--- src/vt4_pkg.sv ---
// ----------------------------------------------------------------------------
// vt4_pkg
// Shared types and constants for the 4x4 vertex transform.
// ----------------------------------------------------------------------------
package vt4_pkg;

  localparam int NUM_ROWS        = 4;
  localparam int NUM_COLS        = 4;
  localparam int REG_WIDTH       = 64;
  localparam int ROW_SEL_WIDTH   = 2;
  localparam int CFG_INDEX_WIDTH = 3;
  localparam int FIFO_DEPTH      = 4;
  localparam int FIFO_PTR_WIDTH  = 2;
  localparam int FIFO_CNT_WIDTH  = 3;

  typedef logic [REG_WIDTH-1:0]       coef_row_t;
  typedef logic [FIFO_CNT_WIDTH-1:0]  fifo_cnt_t;

  // Register indexes of the configuration port
  typedef enum logic [CFG_INDEX_WIDTH-1:0] {
    REG_ROW0 = 3'd0,
    REG_ROW1 = 3'd1,
    REG_ROW2 = 3'd2,
    REG_ROW3 = 3'd3
  } reg_index_t;

  // Identity matrix in Q8.8 packing
  localparam coef_row_t ROW_RESET [NUM_ROWS] = '{
    64'h0000_0000_0000_0100,
    64'h0000_0000_0100_0000,
    64'h0000_0100_0000_0000,
    64'h0100_0000_0000_0000
  };

endpackage

--- src/vt4_lane.sv ---
// ----------------------------------------------------------------------------
// vt4_lane
// One matrix row: four registered products, then sum, floor shift and
// saturation into a registered component.
// ----------------------------------------------------------------------------
module vt4_lane
  import vt4_pkg::*;
#(
  parameter int DATA_WIDTH = 16,
  parameter int FRAC_BITS  = 8
) (
  input  logic                         clk,
  input  coef_row_t                    coefs,
  input  logic signed [DATA_WIDTH-1:0] vec [NUM_COLS],
  output logic signed [DATA_WIDTH-1:0] res,
  output logic                         sat
);

  localparam int PW = (NUM_COLS * DATA_WIDTH > REG_WIDTH) ? NUM_COLS * DATA_WIDTH : REG_WIDTH;
  localparam int PRODW = 2 * DATA_WIDTH;
  localparam int SW    = PRODW + 2;
  localparam logic signed [SW-1:0] MAXV =
    {{(SW-DATA_WIDTH+1){1'b0}}, {(DATA_WIDTH-1){1'b1}}};
  localparam logic signed [SW-1:0] MINV = ~MAXV;

  logic [PW-1:0]               coef_ext;
  logic signed [PRODW-1:0]     prod [NUM_COLS];
  logic signed [SW-1:0]        sum;
  logic signed [SW-1:0]        shifted;
  logic signed [DATA_WIDTH-1:0] res_next;
  logic                        sat_next;

  // Columns packed past the top of the register read as zero
  assign coef_ext = PW'(coefs);

  for (genvar k = 0; k < NUM_COLS; k++) begin : g_col
    logic signed [DATA_WIDTH-1:0] coef;
    assign coef = signed'(coef_ext[k*DATA_WIDTH +: DATA_WIDTH]);
    always_ff @(posedge clk) begin
      prod[k] <= coef * vec[k];
    end
  end

  always_comb begin
    sum = SW'(prod[0]) + SW'(prod[1]) + SW'(prod[2]) + SW'(prod[3]);
    // Arithmetic shift gives floor toward minus infinity
    shifted = sum >>> FRAC_BITS;
    if (shifted > MAXV) begin
      res_next = MAXV[DATA_WIDTH-1:0];
      sat_next = 1'b1;
    end else if (shifted < MINV) begin
      res_next = MINV[DATA_WIDTH-1:0];
      sat_next = 1'b1;
    end else begin
      res_next = shifted[DATA_WIDTH-1:0];
      sat_next = 1'b0;
    end
  end

  always_ff @(posedge clk) begin
    res <= res_next;
    sat <= sat_next;
  end

endmodule

--- config.mk ---
export PLATFORM = sky130hd
export DESIGN_NAME = vt4_lane
export DESIGN_NICKNAME = d
export VERILOG_FILES = /design/src/vt4_pkg.sv /design/src/vt4_lane.sv
export SDC_FILE = /design/constraint.sdc
export NUM_CORES = 2
export LEC_CHECK = 0
export ABC_AREA = 1
export BUFFER_PORTS_ARGS = -buffer_cell sky130_fd_sc_hd__buf_2
export CAP_MARGIN = 30
export CORE_MARGIN = 10
export CORE_UTILIZATION = 55
export DETAILED_ROUTE_END_ITERATION = 7
export PLACE_DENSITY = 0.72
export SYNTH_ARGS = -nofsm -noshare
export SYNTH_HDL_FRONTEND = slang
export SYNTH_SLANG_ARGS = --single-unit
export TNS_END_PERCENT = 50
--- constraint.sdc ---
create_clock -name clk -period 14.6 [get_ports clk]
set_clock_uncertainty 0.2 [all_clocks]
set_input_delay 2.92 -clock clk [delete_from_list [all_inputs] [get_ports clk]]
set_output_delay 2.92 -clock clk [all_outputs]
set_load 0.02 [all_outputs]
==> results by group <==
Synth
  – Cell count after synthesis: 5,889
  – Sequential area share after synthesis: 0.0613
  – Yosys Warn Count: 0
  – Post-Syn Area: 0.0474 sq mm
  – Yosys reg bits: 145
  – Syn avg cell area: 8.04 sq um
  – Async S/R FF share, synth: 0
  – EDFF count, synth: 0
  – Syn nets: 7,489
  – Yosys cell types: 40
  – Predominant post-synthesis flop cell: dfxtp_1

Cells and area
  – Share of cells above drive strength 1: 0.0388
  – Area Overhead vs Synth: 3.92%
  – Register area: 0.00290 sq mm
  – Area of the multi-input gates: 0.0364 sq mm
  – Fill cells: 7,803
  – # nets final: 7,419

Run
  – Maximum capacitance violations: 0

Die
  – FP Rows: 107
  – Core ar.: 0.0853 sq mm
  – Initial Util: 0.556
  – Die width: 313 um
  – DIE AREA: 0.0983 sq mm
  – Die span in y: 313 um
  – Ports: 146

GRT
  – Vias in the first global route: 38,895
  – Initial antenna violation count: 2
  – GR Overflow Total: 0
  – Global-route wire length before repair: 195 mm
  – Largest net degree at the start of global routing: 18
  – Total GRT Usage: 0.246

Setup path
  – Arrival time at the worst endpoint: 8.78 ns
  – Worst setup path start: vec[49]
  – Worst R2R End: res[12]$_SDFF_PN1_
  – R2R Setup Slk: 10.47 ns
  – CP Capture Type: register
  – Setup crit end: prod[0][31]$_DFF_P_
  – Launching point of the worst reg2reg path: prod[1][12]$_DFF_P_
  – Crit Path Max Fanout: 16
  – Crit start category: input port
  – Crit Path Class: in2reg
  – Worst Reg2Reg Path Length in Cells: 19
  – Worst EP required: 14.77 ns

Timing
  – Final setup violation count: 0
  – Count of final hold-check violations: 0
  – Worst slew margin: 0.578
  – Tcrit/Tclk final: 0.589
  – Least-Margin Pin Slew: 0.633 ns
  – Crit path time final: 8.61 ns
  – Max Transition Viols Final: 0
  – RSZ-0062 raised after global routing: no
  – Achievable clock frequency: 0.116 GHz
  – Fin Setup TNS: 0 ns

Placed design
  – Post-DP HPWL: 99.3 mm
  – Placer congestion estimate: 0.964
  – Port Buf Inserts: 145

Clocking
  – Post-cts repair resize count: 0
  – H-tree levels: 4
  – Clock Sinks: 145
  – # hold bufs at CTS: 0
  – CTS tree: built
  – Total CTS buffers: 17
  – CTS root buffer: clkbuf_16
  – Clk pin slew, worst setup/hold paths: 0.07 ns
  – Setup bufs post-CTS: 0
  – Clock Latency Late Sink: 0.45 ns
  – Clk buf depth: 2

Route
  – Initial drt markers: 2,322
  – DRC Markers: 0
  – Post-route ant nets: 0
  – Total Wirelength: 115 mm
  – Via count: 35,125
  – Vias per cell: 5.03
  – Avg WL per Cell: 16.5 um
  – Pre-antenna DRT Iters: 6

Run status
  – Outcome: finished, final reports clean

Worst hold path
  – Hold Path Class: reg2reg
## metrics by stage
step	std cells	hold slack, ns	cell area [sq um]	setup WS (ns)	util
after floorplan	5889	0.600	47400	6.02	-
after global placement	6944	0.788	48600	5.64	0.570
after detailed placement	6944	0.803	48600	5.55	0.570
after CTS	6976	0.822	49200	6.00	0.577
after global routing	6977	0.881	49200	5.49	0.577
final	6978	0.824	49200	5.99	0.577
## layout by cell type, fill, tap and decap left out, drive strengths merged, types with 13 or more instances in the layout
cell	instances
a21o	15
a21oi	166
buf	145
clkbuf	17
dfxtp	145
fa	1112
ha	359
inv	1911
nand2	1372
nand3	50
nand4	20
nor2	180
nor3	18
o21ai	71
o21bai	13
or2	20
xnor2	69
xor2	98
## Yosys cell counts, types with 2 or more instances
master       n  area share
o21ai_0     69      0.0073
o21bai_1    13      0.0021
nor2_1     173       0.014
nand3_1     49      0.0052
o21ai_1      2     0.00021
a21o_1      15      0.0024
buf_1        3     0.00024
a21boi_0     4     0.00063
fa_1      1112        0.47
nand2_1   1361        0.11
dfxtp_1    145       0.061
nand3b_1     5     0.00079
nor4_1       7     0.00092
a221oi_1     2     0.00037
clkbuf_1   229       0.018
nand2_2     10      0.0013
nor3_2       3     0.00063
o21a_1       5     0.00079
inv_1     1897        0.15
or2_2       20      0.0026
o211ai_1     6     0.00095
a31oi_1      7     0.00092
xnor2_1     69       0.013
nor3_1      15      0.0016
a211oi_1     4     0.00063
nor2_2       7     0.00092
inv_2        5     0.00040
o211a_1      2     0.00042
a21oi_1    166       0.018
xor2_1      97       0.018
nand4_1     20      0.0026
ha_1       359       0.095
## critical path, stage by stage
cell	delay, ns
buf_2	0.30
nand2_1	0.15
inv_1	0.14
fa_1	0.55
fa_1	0.90
fa_1	0.53
fa_1	0.50
fa_1	0.50
inv_1	0.05
fa_1	0.47
inv_1	0.04
ha_1	0.34
nand2_1	0.10
nor2_1	0.14
inv_1	0.05
nor3_1	0.24
nand4_1	0.14
nand3_1	0.14
nand2_1	0.06
nand2_1	0.09
nand2_1	0.06
nand2_1	0.09
nand2_1	0.06
nand2_1	0.07
xor2_1	0.13
## final cells by class
type	count	area share
clock buffer	17	0.00864
tap	1144	0.0291
sequential	145	0.0590
multi-input combinational	3608	0.740
timing repair buffer	145	0.0147
antenna	2	0.000102
clock inverter	15	0.00343
inverter	1902	0.145
## flip-flops by register name, indices dropped and copies added, names as in the netlist
register,cells
prod,128
sat,1
res,16
## per-layer routing
layer  up-vias  routed length, um  GRT usage
met3       221               6380     0.0255
met5         -                  0          0
met1     17531              46900      0.317
li1      16284                  -          -
met4         0               3880     0.0761
met2      1089              58300      0.432
## worst min path at each step
stage                   startpoint                 end  slack [ns]  depth (start not counted)
6_report       prod[3][22]$_DFF_P_  res[14]$_SDFF_PN1_        0.82                          5
3_3_place_gp    prod[3][7]$_DFF_P_   res[0]$_SDFF_PN1_        0.79                          5
2_1_floorplan   prod[3][0]$_DFF_P_   res[2]$_SDFF_PN1_        0.60                          7
3_5_place_dp    prod[3][0]$_DFF_P_   res[2]$_SDFF_PN1_        0.80                          7
5_1_grt         prod[3][7]$_DFF_P_   res[0]$_SDFF_PN1_        0.88                          5
4_1_cts         prod[3][0]$_DFF_P_   res[2]$_SDFF_PN1_        0.82                          7
## cell families (layout without fill, tap and decap cells)
family,count (synthesis),in the layout,synth area share
flops,145,145,0.0613
xor+xnor,167,167,0.0310
simple gates,1672,1672,0.139
fa+ha+maj,1471,1471,0.565
compound gates,298,298,0.0347
other cells,0,2,0
buf+inv,2136,2079,0.170
Power is not shown: default switching activity piles up to over one toggle a cycle in this logic, so the estimate is an artifact.
