--- src/vt4_pkg.sv ---
// ----------------------------------------------------------------------------
// vt4_pkg
// Shared types and constants for the 4x4 vertex transform.
// ----------------------------------------------------------------------------
package vt4_pkg;

  localparam int NUM_ROWS        = 4;
  localparam int NUM_COLS        = 4;
  localparam int REG_WIDTH       = 64;
  localparam int ROW_SEL_WIDTH   = 2;
  localparam int CFG_INDEX_WIDTH = 3;
  localparam int FIFO_DEPTH      = 4;
  localparam int FIFO_PTR_WIDTH  = 2;
  localparam int FIFO_CNT_WIDTH  = 3;

  typedef logic [REG_WIDTH-1:0]       coef_row_t;
  typedef logic [FIFO_CNT_WIDTH-1:0]  fifo_cnt_t;

  // Register indexes of the configuration port
  typedef enum logic [CFG_INDEX_WIDTH-1:0] {
    REG_ROW0 = 3'd0,
    REG_ROW1 = 3'd1,
    REG_ROW2 = 3'd2,
    REG_ROW3 = 3'd3
  } reg_index_t;

  // Identity matrix in Q8.8 packing
  localparam coef_row_t ROW_RESET [NUM_ROWS] = '{
    64'h0000_0000_0000_0100,
    64'h0000_0000_0100_0000,
    64'h0000_0100_0000_0000,
    64'h0100_0000_0000_0000
  };

endpackage

--- src/vt4_out_if.sv ---
// ----------------------------------------------------------------------------
// vt4_out_if
// Result channel: valid/ready handshake with four components and a flag.
// ----------------------------------------------------------------------------
interface vt4_out_if #(
  parameter int DATA_WIDTH = 16
);
  logic                         valid;
  logic                         ready;
  logic signed [DATA_WIDTH-1:0] out_x;
  logic signed [DATA_WIDTH-1:0] out_y;
  logic signed [DATA_WIDTH-1:0] out_z;
  logic signed [DATA_WIDTH-1:0] out_w;
  logic                         saturated;

  modport source (output valid, output out_x, output out_y, output out_z, output out_w,
                  output saturated, input ready);
  modport sink   (input valid, input out_x, input out_y, input out_z, input out_w,
                  input saturated, output ready);
endinterface

--- src/vt4_merge.sv ---
// ----------------------------------------------------------------------------
// vt4_merge
// Combine the four lane results and saturation flags into one item and
// queue it for the result channel.
// ----------------------------------------------------------------------------
module vt4_merge
  import vt4_pkg::*;
#(
  parameter int DATA_WIDTH = 16
) (
  input  logic                         clk,
  input  logic                         rst,
  input  logic                         push,
  input  logic signed [DATA_WIDTH-1:0] lane_res [NUM_ROWS],
  input  logic [NUM_ROWS-1:0]          lane_sat,
  output fifo_cnt_t                    count,
  vt4_out_if.source                    result
);

  localparam int EW = NUM_ROWS * DATA_WIDTH + 1;

  logic [EW-1:0]               mem [FIFO_DEPTH];
  logic [FIFO_PTR_WIDTH-1:0]   wr_ptr;
  logic [FIFO_PTR_WIDTH-1:0]   rd_ptr;
  logic [EW-1:0]               entry_in;
  logic [EW-1:0]               entry_out;
  logic                        pop;

  assign entry_in = {|lane_sat, lane_res[3], lane_res[2], lane_res[1], lane_res[0]};
  assign pop      = result.valid && result.ready;

  always_ff @(posedge clk) begin
    if (push) begin
      mem[wr_ptr] <= entry_in;
    end
  end

  always_ff @(posedge clk) begin
    if (rst) begin
      wr_ptr <= '0;
      rd_ptr <= '0;
      count  <= '0;
    end else begin
      if (push) wr_ptr <= wr_ptr + 1'b1;
      if (pop)  rd_ptr <= rd_ptr + 1'b1;
      count <= count + fifo_cnt_t'(push) - fifo_cnt_t'(pop);
    end
  end

  assign entry_out        = mem[rd_ptr];
  assign result.valid     = (count != '0);
  assign result.out_x     = signed'(entry_out[0*DATA_WIDTH +: DATA_WIDTH]);
  assign result.out_y     = signed'(entry_out[1*DATA_WIDTH +: DATA_WIDTH]);
  assign result.out_z     = signed'(entry_out[2*DATA_WIDTH +: DATA_WIDTH]);
  assign result.out_w     = signed'(entry_out[3*DATA_WIDTH +: DATA_WIDTH]);
  assign result.saturated = entry_out[EW-1];

  a_count_bound: assert property (@(posedge clk) disable iff (rst)
    count <= fifo_cnt_t'(FIFO_DEPTH))
    else $error("result queue count out of range");

  a_no_overflow: assert property (@(posedge clk) disable iff (rst)
    (push && !pop) |-> (count != fifo_cnt_t'(FIFO_DEPTH)))
    else $error("push into full result queue");

  a_count_track: assert property (@(posedge clk) disable iff (rst)
    (push && !pop) |=> (count == $past(count) + 1'b1))
    else $error("result queue count lost a push");

endmodule

--- src/flat_wrapper.sv ---
// flat-port wrapper written by rule: the top's interface ports become plain ports
module vt4_merge_flat import vt4_pkg::*;
#(
  parameter int DATA_WIDTH = 16
)
  (clk, rst, push, lane_res, lane_sat, count, result_valid, result_out_x, result_out_y, result_out_z, result_out_w, result_saturated, result_ready);
  vt4_out_if #(.DATA_WIDTH(DATA_WIDTH)) result_i ();
  input  logic clk;
  input  logic rst;
  input  logic push;
  input  logic signed [DATA_WIDTH-1:0] lane_res[NUM_ROWS];
  input  logic [NUM_ROWS-1:0] lane_sat;
  output fifo_cnt_t count;
  output wire logic [$bits(result_i.valid)-1:0] result_valid;
  output wire logic [$bits(result_i.out_x)-1:0] result_out_x;
  output wire logic [$bits(result_i.out_y)-1:0] result_out_y;
  output wire logic [$bits(result_i.out_z)-1:0] result_out_z;
  output wire logic [$bits(result_i.out_w)-1:0] result_out_w;
  output wire logic [$bits(result_i.saturated)-1:0] result_saturated;
  input wire logic [$bits(result_i.ready)-1:0] result_ready;
  assign result_valid = result_i.valid;
  assign result_out_x = result_i.out_x;
  assign result_out_y = result_i.out_y;
  assign result_out_z = result_i.out_z;
  assign result_out_w = result_i.out_w;
  assign result_saturated = result_i.saturated;
  assign result_i.ready = result_ready;
  vt4_merge #(.DATA_WIDTH(DATA_WIDTH)) u_core (.clk(clk), .rst(rst), .push(push), .lane_res(lane_res), .lane_sat(lane_sat), .count(count), .result(result_i));
endmodule
--- config.mk ---
export PLATFORM = sky130hd
export DESIGN_NAME = vt4_merge_flat
export DESIGN_NICKNAME = d
export VERILOG_FILES = /design/src/vt4_pkg.sv /design/src/vt4_out_if.sv /design/src/vt4_merge.sv /design/src/flat_wrapper.sv
export SDC_FILE = /design/constraint.sdc
export NUM_CORES = 1
export LEC_CHECK = 0
export ABC_CLOCK_PERIOD_IN_PS = 2500
export BUFFER_PORTS_ARGS = -buffer_cell sky130_fd_sc_hd__buf_2
export CAP_MARGIN = 20
export CORE_MARGIN = 10
export CORE_UTILIZATION = 40
export CTS_CLUSTER_SIZE = 16
export DETAILED_ROUTE_END_ITERATION = 12
export SLEW_MARGIN = 10
export SYNTH_ARGS = -nofsm -noshare
export SYNTH_HDL_FRONTEND = slang
export SYNTH_SLANG_ARGS = --single-unit
export TNS_END_PERCENT = 30
--- constraint.sdc ---
create_clock -name clk -period 2.5 [get_ports clk]
set_input_delay 0 -clock clk [delete_from_list [all_inputs] [get_ports clk]]
set_output_delay 0 -clock clk [all_outputs]
set_load 0.05 [all_outputs]
==> results.yml, run 1 <==
cells_and_area:
  antenna_cells: 0
  design_area_sq_um: 12740
  layout.cells.non_filler: 967
  layout-drive-gt1-share: 0.4137
  postLayoutCoreUtil: 0.5238
  nets: 702
  areaGrowthSynthToFinish_pct: 28.65
worst_setup_path:
  critical_path_class: "register to output port"
  cp.required_ps: 2500
  worstPathArrival_ps: 2250
  critPathCaptureType: "output port"
  critPathLaunchType: "register"
  worstPathMaxFanout: 28
timing:
  setup_tns_ps: 0
  hold_viol: 0
  fin_crit_sh: 0.8999
  clock_skew_ps: 5.398
  drv_slew: 0
  slew-limit-headroom: 0.7156
  rsz0062_at_grt: "no"
  min_period_ps: 2250
  worst_pin_slew_ps: 426.6
  setup_viol: 0
  fmax_mhz: 444.5
drt:
  drcViolationCount: 0
  first_pass_iters: 4
  ant_nets: 0
  wirelength_met1_mm: 7.967
  drt_iter0_drc: 190
  met2_length_mm: 9.876
  vias: 4768
  wl_per_cell_um: 20.19
  topRoutingLayerUsed: "met4"
  wl_met3_mm: 1.193
  routed_wl_mm: 19.52
  viasPerCell: 4.931
clocking:
  cts.clk_slew.worst_paths_ps: 60
  root_buffer: "clkbuf_16"
  tritoncts: "yes"
  clock-sinks: 269
  cts_buffers: 28
  cts_resized: 0
  cts_setup_buffers: 0
  clkLatencyLatePin_ps: 520
  hold_buffers: 70
  clockBufferDepth: 3
  htree_levels: 1
synth:
  synth_edf_count: 260
  ys_types: 22
  ys_warn_count: 0
  synthTopCellsByCount: "260 x edfxtp_1, 65 x mux4_2, 9 x dfxtp_1"
  avgSynthCellArea_sq_um: 25.72
  synth_area_leaders: "edfxtp_1 79%, mux4_2 15%, dfxtp_1 1.8%, buf_12 1.0%, ha_1 0.76%"
  ys_ff_latch: 269
  seq_area_frac_synth: 0.8067
  synth_area_leader_cell: "edfxtp_1"
  synthesis.instances: 385
  async_flop_share: 0
  synth_nets: 464
  synth-main-ff-cell: "edfxtp_1"
  synth_top_area_frac: 0.7885
  yosysMostFrequentCell: "edfxtp_1"
  synth_area_sq_um: 9902
floorplanning:
  core_area_sq_um: 24320
  fp.dieArea_sq_um: 31450
  io_pins: 141
  num_rows: 57
  die_y_um: 177.3
  start_util: 0.4072
  die_w_um: 177.3
pwr:
  power.leakage_nw: 4.368
  ir_drop_uv: 658.6
  powerDensity_nw_per_um2: 1008
  fin_total_pwr_mw: 12.84
placement:
  dp_hpwl_mm: 11.94
  routabilityCongestion: 0.7225
  placedCellCount: 847
  io_buffers: 140
  placed_cell_area_sq_um: 11050
min_path:
  hold_class: "primary input to register"
global_routing:
  grt_start_max_net_pins: 43
  grt_pass1_wl_mm: 30.66
  antenna_found_initial: 0
  grt_overflow: 0
  track_usage: 0.1246
  grt_pass1_vias: 5382
job:
  maxCapViolations: 0
run_status:
  outcome: "finished clean"
==> logic make-up after synthesis <==
group,synth area share
fa+ha+maj,0.009603
xor+xnor,0.003285
flops,0.8067
mux,0.1523
buf+inv,0.01807
compound gates,0.001769
simple gates,0.008340
==> per-layer routing <==
metal / vias up / GRT usage
li1: 2122 / -
met1: 2483 / 0.1524
met2: 128 / 0.2132
met3: 35 / 0.03357
met4: 0 / 0.03612
met5: - / 0
==> cell usage in the layout, fill, tap and decap left out, drive strengths merged <==
| master | instances |
|---|---|
| nor2 | 5 |
| o311ai | 1 |
| or4 | 1 |
| ha | 6 |
| edfxtp | 260 |
| o31a | 1 |
| dfxtp | 9 |
| fa | 1 |
| bufinv | 4 |
| mux2i | 1 |
| xor3 | 1 |
| clkbuf | 43 |
| clkinv | 3 |
| inv | 6 |
| mux2 | 3 |
| or3 | 1 |
| nor2b | 4 |
| mux4 | 65 |
| and2 | 4 |
| dlygate4sd3 | 70 |
| buf | 153 |
| xnor2 | 1 |
==> area by class of cell <==
class	count	area [sq um]
well taps	324	405.4
multi-input cells	95	1745
fillers	1907	11580
clock buffers	43	850.8
inverters	6	22.52
flip-flops and latches	269	7995
repair buffers	223	1587
clock inverters	7	132.6
==> worst paths after layout <==
kind	from	end	slack (ps)	depth (start not counted)
max	register	result_out_y[1]	250	3
min	lane_res[20]	u_core.mem[2][36]	220	2
max reg2reg	u_core.count[1]	u_core.count[2]	510	7
min reg2reg	u_core.wr_ptr[1]	u_core.wr_ptr[1]	550	2
==> power by group <==
group | leakage, nW | total, mW | switching, mW | internal (mW)
Clock | 0.478 | 4.30 | 1.56 | 2.74
Combinational | 1.43 | 3.16 | 2.08 | 1.09
Sequential | 2.46 | 5.37 | 0.170 | 5.20
Total | 4.37 | 12.8 | 3.81 | 9.03
==> worst max-delay path, cell delays in order, from the launching register on <==
cell	delay [ps]
dfxtp_4	610
buf_12	310
mux4_2	560
buf_2	230
==> state kept, by name, indices dropped and copies added, names as in the netlist, named ones only <==
name / cells
u_core.mem: 260
u_core.count: 3
u_core.rd_ptr: 2
u_core.wr_ptr: 2
==> through the flow <==
| stage | setup WS, ps | hold WS (ps) |
|---|---|---|
| 2_1_floorplan | 0.05373 | 98.87 |
| 3_3_place_gp | 630.0 | 208.2 |
| 3_5_place_dp | 524.7 | 215.8 |
| 4_1_cts | 150.7 | 196.7 |
| 5_1_grt | 79.01 | 209.9 |
| 6_report | 250.2 | 222.6 |
No activity file was read; power rests on OpenSTA's default activity.
==> run 2: changes to the inputs <==
--- a/config.mk
+++ b/config.mk
@@ -12,6 +12,7 @@
 export CORE_UTILIZATION = 40
 export CTS_CLUSTER_SIZE = 16
 export DETAILED_ROUTE_END_ITERATION = 12
+export MAX_ROUTING_LAYER = met4
 export SLEW_MARGIN = 10
 export SYNTH_ARGS = -nofsm -noshare
 export SYNTH_HDL_FRONTEND = slang
==> constraint.sdc (replaced) <==
create_clock -name clk -period 2.5 [get_ports clk]
set_input_delay 0.25 -clock clk [delete_from_list [all_inputs] [get_ports clk]]
set_output_delay 0.25 -clock clk [all_outputs]
set_load 0.05 [all_outputs]
==> results.yml, run 2 (synthesis gave the netlist of run 1 again) <==
run_status:
  outcome: "finished clean"
cells_and_area:
  final_cell_mix: "260 x edfxtp_1, 140 x buf_2, 65 x mux4_2, 65 x dlygate4sd3_1, 28 x clkbuf_16"
  layout-drive-gt1-share: 0.4253
  largest_reg_flops: 260
  areaGrowthSynthToFinish_pct: 27.85
  top_register: "u_core.mem"
  nets: 706
  layout_commonest_cell: "edfxtp_1"
  largest_registers: "u_core.mem: 260 flops, u_core.count: 3 flops"
floorplanning:
  io_pins: 141
  die_y_um: 177.3
  num_rows: 57
  core_area_sq_um: 24320
  start_util: 0.4072
  fp.dieArea_sq_um: 31450
  die_w_um: 177.3
global_routing:
  grt_pass1_wl_mm: 30.89
  grt_pass1_vias: 5342
  antenna_found_initial: 1
  track_usage: 0.1298
  grt_overflow: 0
  grt_start_max_net_pins: 33
worst_setup_path:
  worstPathArrival_ps: 2060
  critPathCaptureType: "output port"
  critical_path.cell_chain: "buf_12 > mux4_2 > buf_2"
  cp.required_ps: 2250
  critPathMaxStageDelay_ps: 550
  critical_path_class: "register to output port"
  reg2regPathDepth: 7
  regToRegEndpoint: "u_core.count[2]"
  r2r-start: "u_core.count[1]"
  path_buf_inv: 2
  cp_top_family: "multiplexers"
  worstPathMaxFanout: 21
  worst-r2r-setup-slack_ps: 540
  critPathLaunchType: "register"
  slowest_stage: "mux4_2"
min_path:
  worstHoldPathCells: 2
  min_to: "u_core.mem[3][64]"
  min_from: "lane_sat[2]"
  hold_class: "primary input to register"
timing:
  fin_crit_sh: 0.9224
  whs_ps: 63.95
  slew-limit-headroom: 0.6642
  hold_viol: 0
  setup_tns_ps: 0
  drv_slew: 0
  rsz0062_at_grt: "no"
  setup_viol: 0
  clock_skew_ps: 15.16
  fmax_mhz: 433.7
  worst_pin_slew_ps: 497.4
  min_period_ps: 2306
placement:
  routabilityCongestion: 0.7056
  io_buffers: 140
  dp_hpwl_mm: 12.33
drt:
  routed_wl_mm: 19.75
  wirelength_met1_mm: 8.182
  wl_per_cell_um: 20.28
  first_pass_iters: 4
  ant_nets: 0
  drt_iter0_drc: 262
  drcViolationCount: 0
  wl_met3_mm: 1.111
  topRoutingLayerUsed: "met4"
  vias: 4788
  viasPerCell: 4.916
  met2_length_mm: 10.03
pwr:
  power.leakage_nw: 4.336
  ir_drop_uv: 790.7
  powerDensity_nw_per_um2: 989.1
  fin_total_pwr_mw: 12.52
clocking:
  root_buffer: "clkbuf_16"
  htree_levels: 1
  tritoncts: "yes"
  clock-sinks: 269
  clockBufferDepth: 3
  cts_buffers: 28
  clkLatencyLatePin_ps: 540
  cts.clk_slew.worst_paths_ps: 60
job:
  maxCapViolations: 0
[run 2: layer usage]
| layer | up-vias | global-route usage |
|---|---|---|
| met3 | 36 | 0.03166 |
| met2 | 136 | 0.2138 |
| met1 | 2482 | 0.1582 |
| li1 | 2134 | - |
| met5 | - | - |
| met4 | 0 | 0.03404 |
[run 2: worst max-delay path by stage]
stage,endpoint,cells after the start,from
finish,result_out_y[12],3,register
global route,result_out_w[6],3,register
CTS,result_out_w[8],3,register
detailed placement,u_core.count[2],7,u_core.count[1]
global placement,result_saturated,3,register
floorplan,u_core.mem[0][0],3,u_core.wr_ptr[0]
[run 2: stage by stage]
stage	utilization	area [sq um]	cells	setup WS, ps
floorplan	-	9902	385	0.05373
global placement	0.4545	11050	847	614.6
detailed placement	0.4545	11050	847	573.8
CTS	0.5177	12590	964	18.97
global route	0.5206	12660	974	93.36
finish	0.5206	12660	974	194.1
[run 2: what timing repair did]
| action | CTS | global route |
|---|---|---|
| setup buffers | 0 | 9 |
| setup endpoints to repair | 2 | 31 |
| hold buffers | 65 | 0 |
| gates resized for setup | 1 | 0 |
| endpoints found under the hold margin | 261 | 0 |
| pin swaps | 0 | 0 |
[run 2: layout make-up]
class	instances	area, sq um
Fill cell	1923	11660
Sequential cell	269	7995
Multi-Input combinational cell	95	1745
Tap cell	324	405.4
Inverter	6	22.52
Clock buffer	33	719.4
Timing Repair Buffer	227	1608
Clock inverter	19	161.4
Antenna cell	1	2.502
[run 2: power breakdown]
| group | internal (mW) | switching [mW] |
|---|---|---|
| registers | 5.20 | 0.130 |
| clock network | 2.27 | 1.65 |
| logic | 1.15 | 2.12 |
| total | 8.62 | 3.90 |
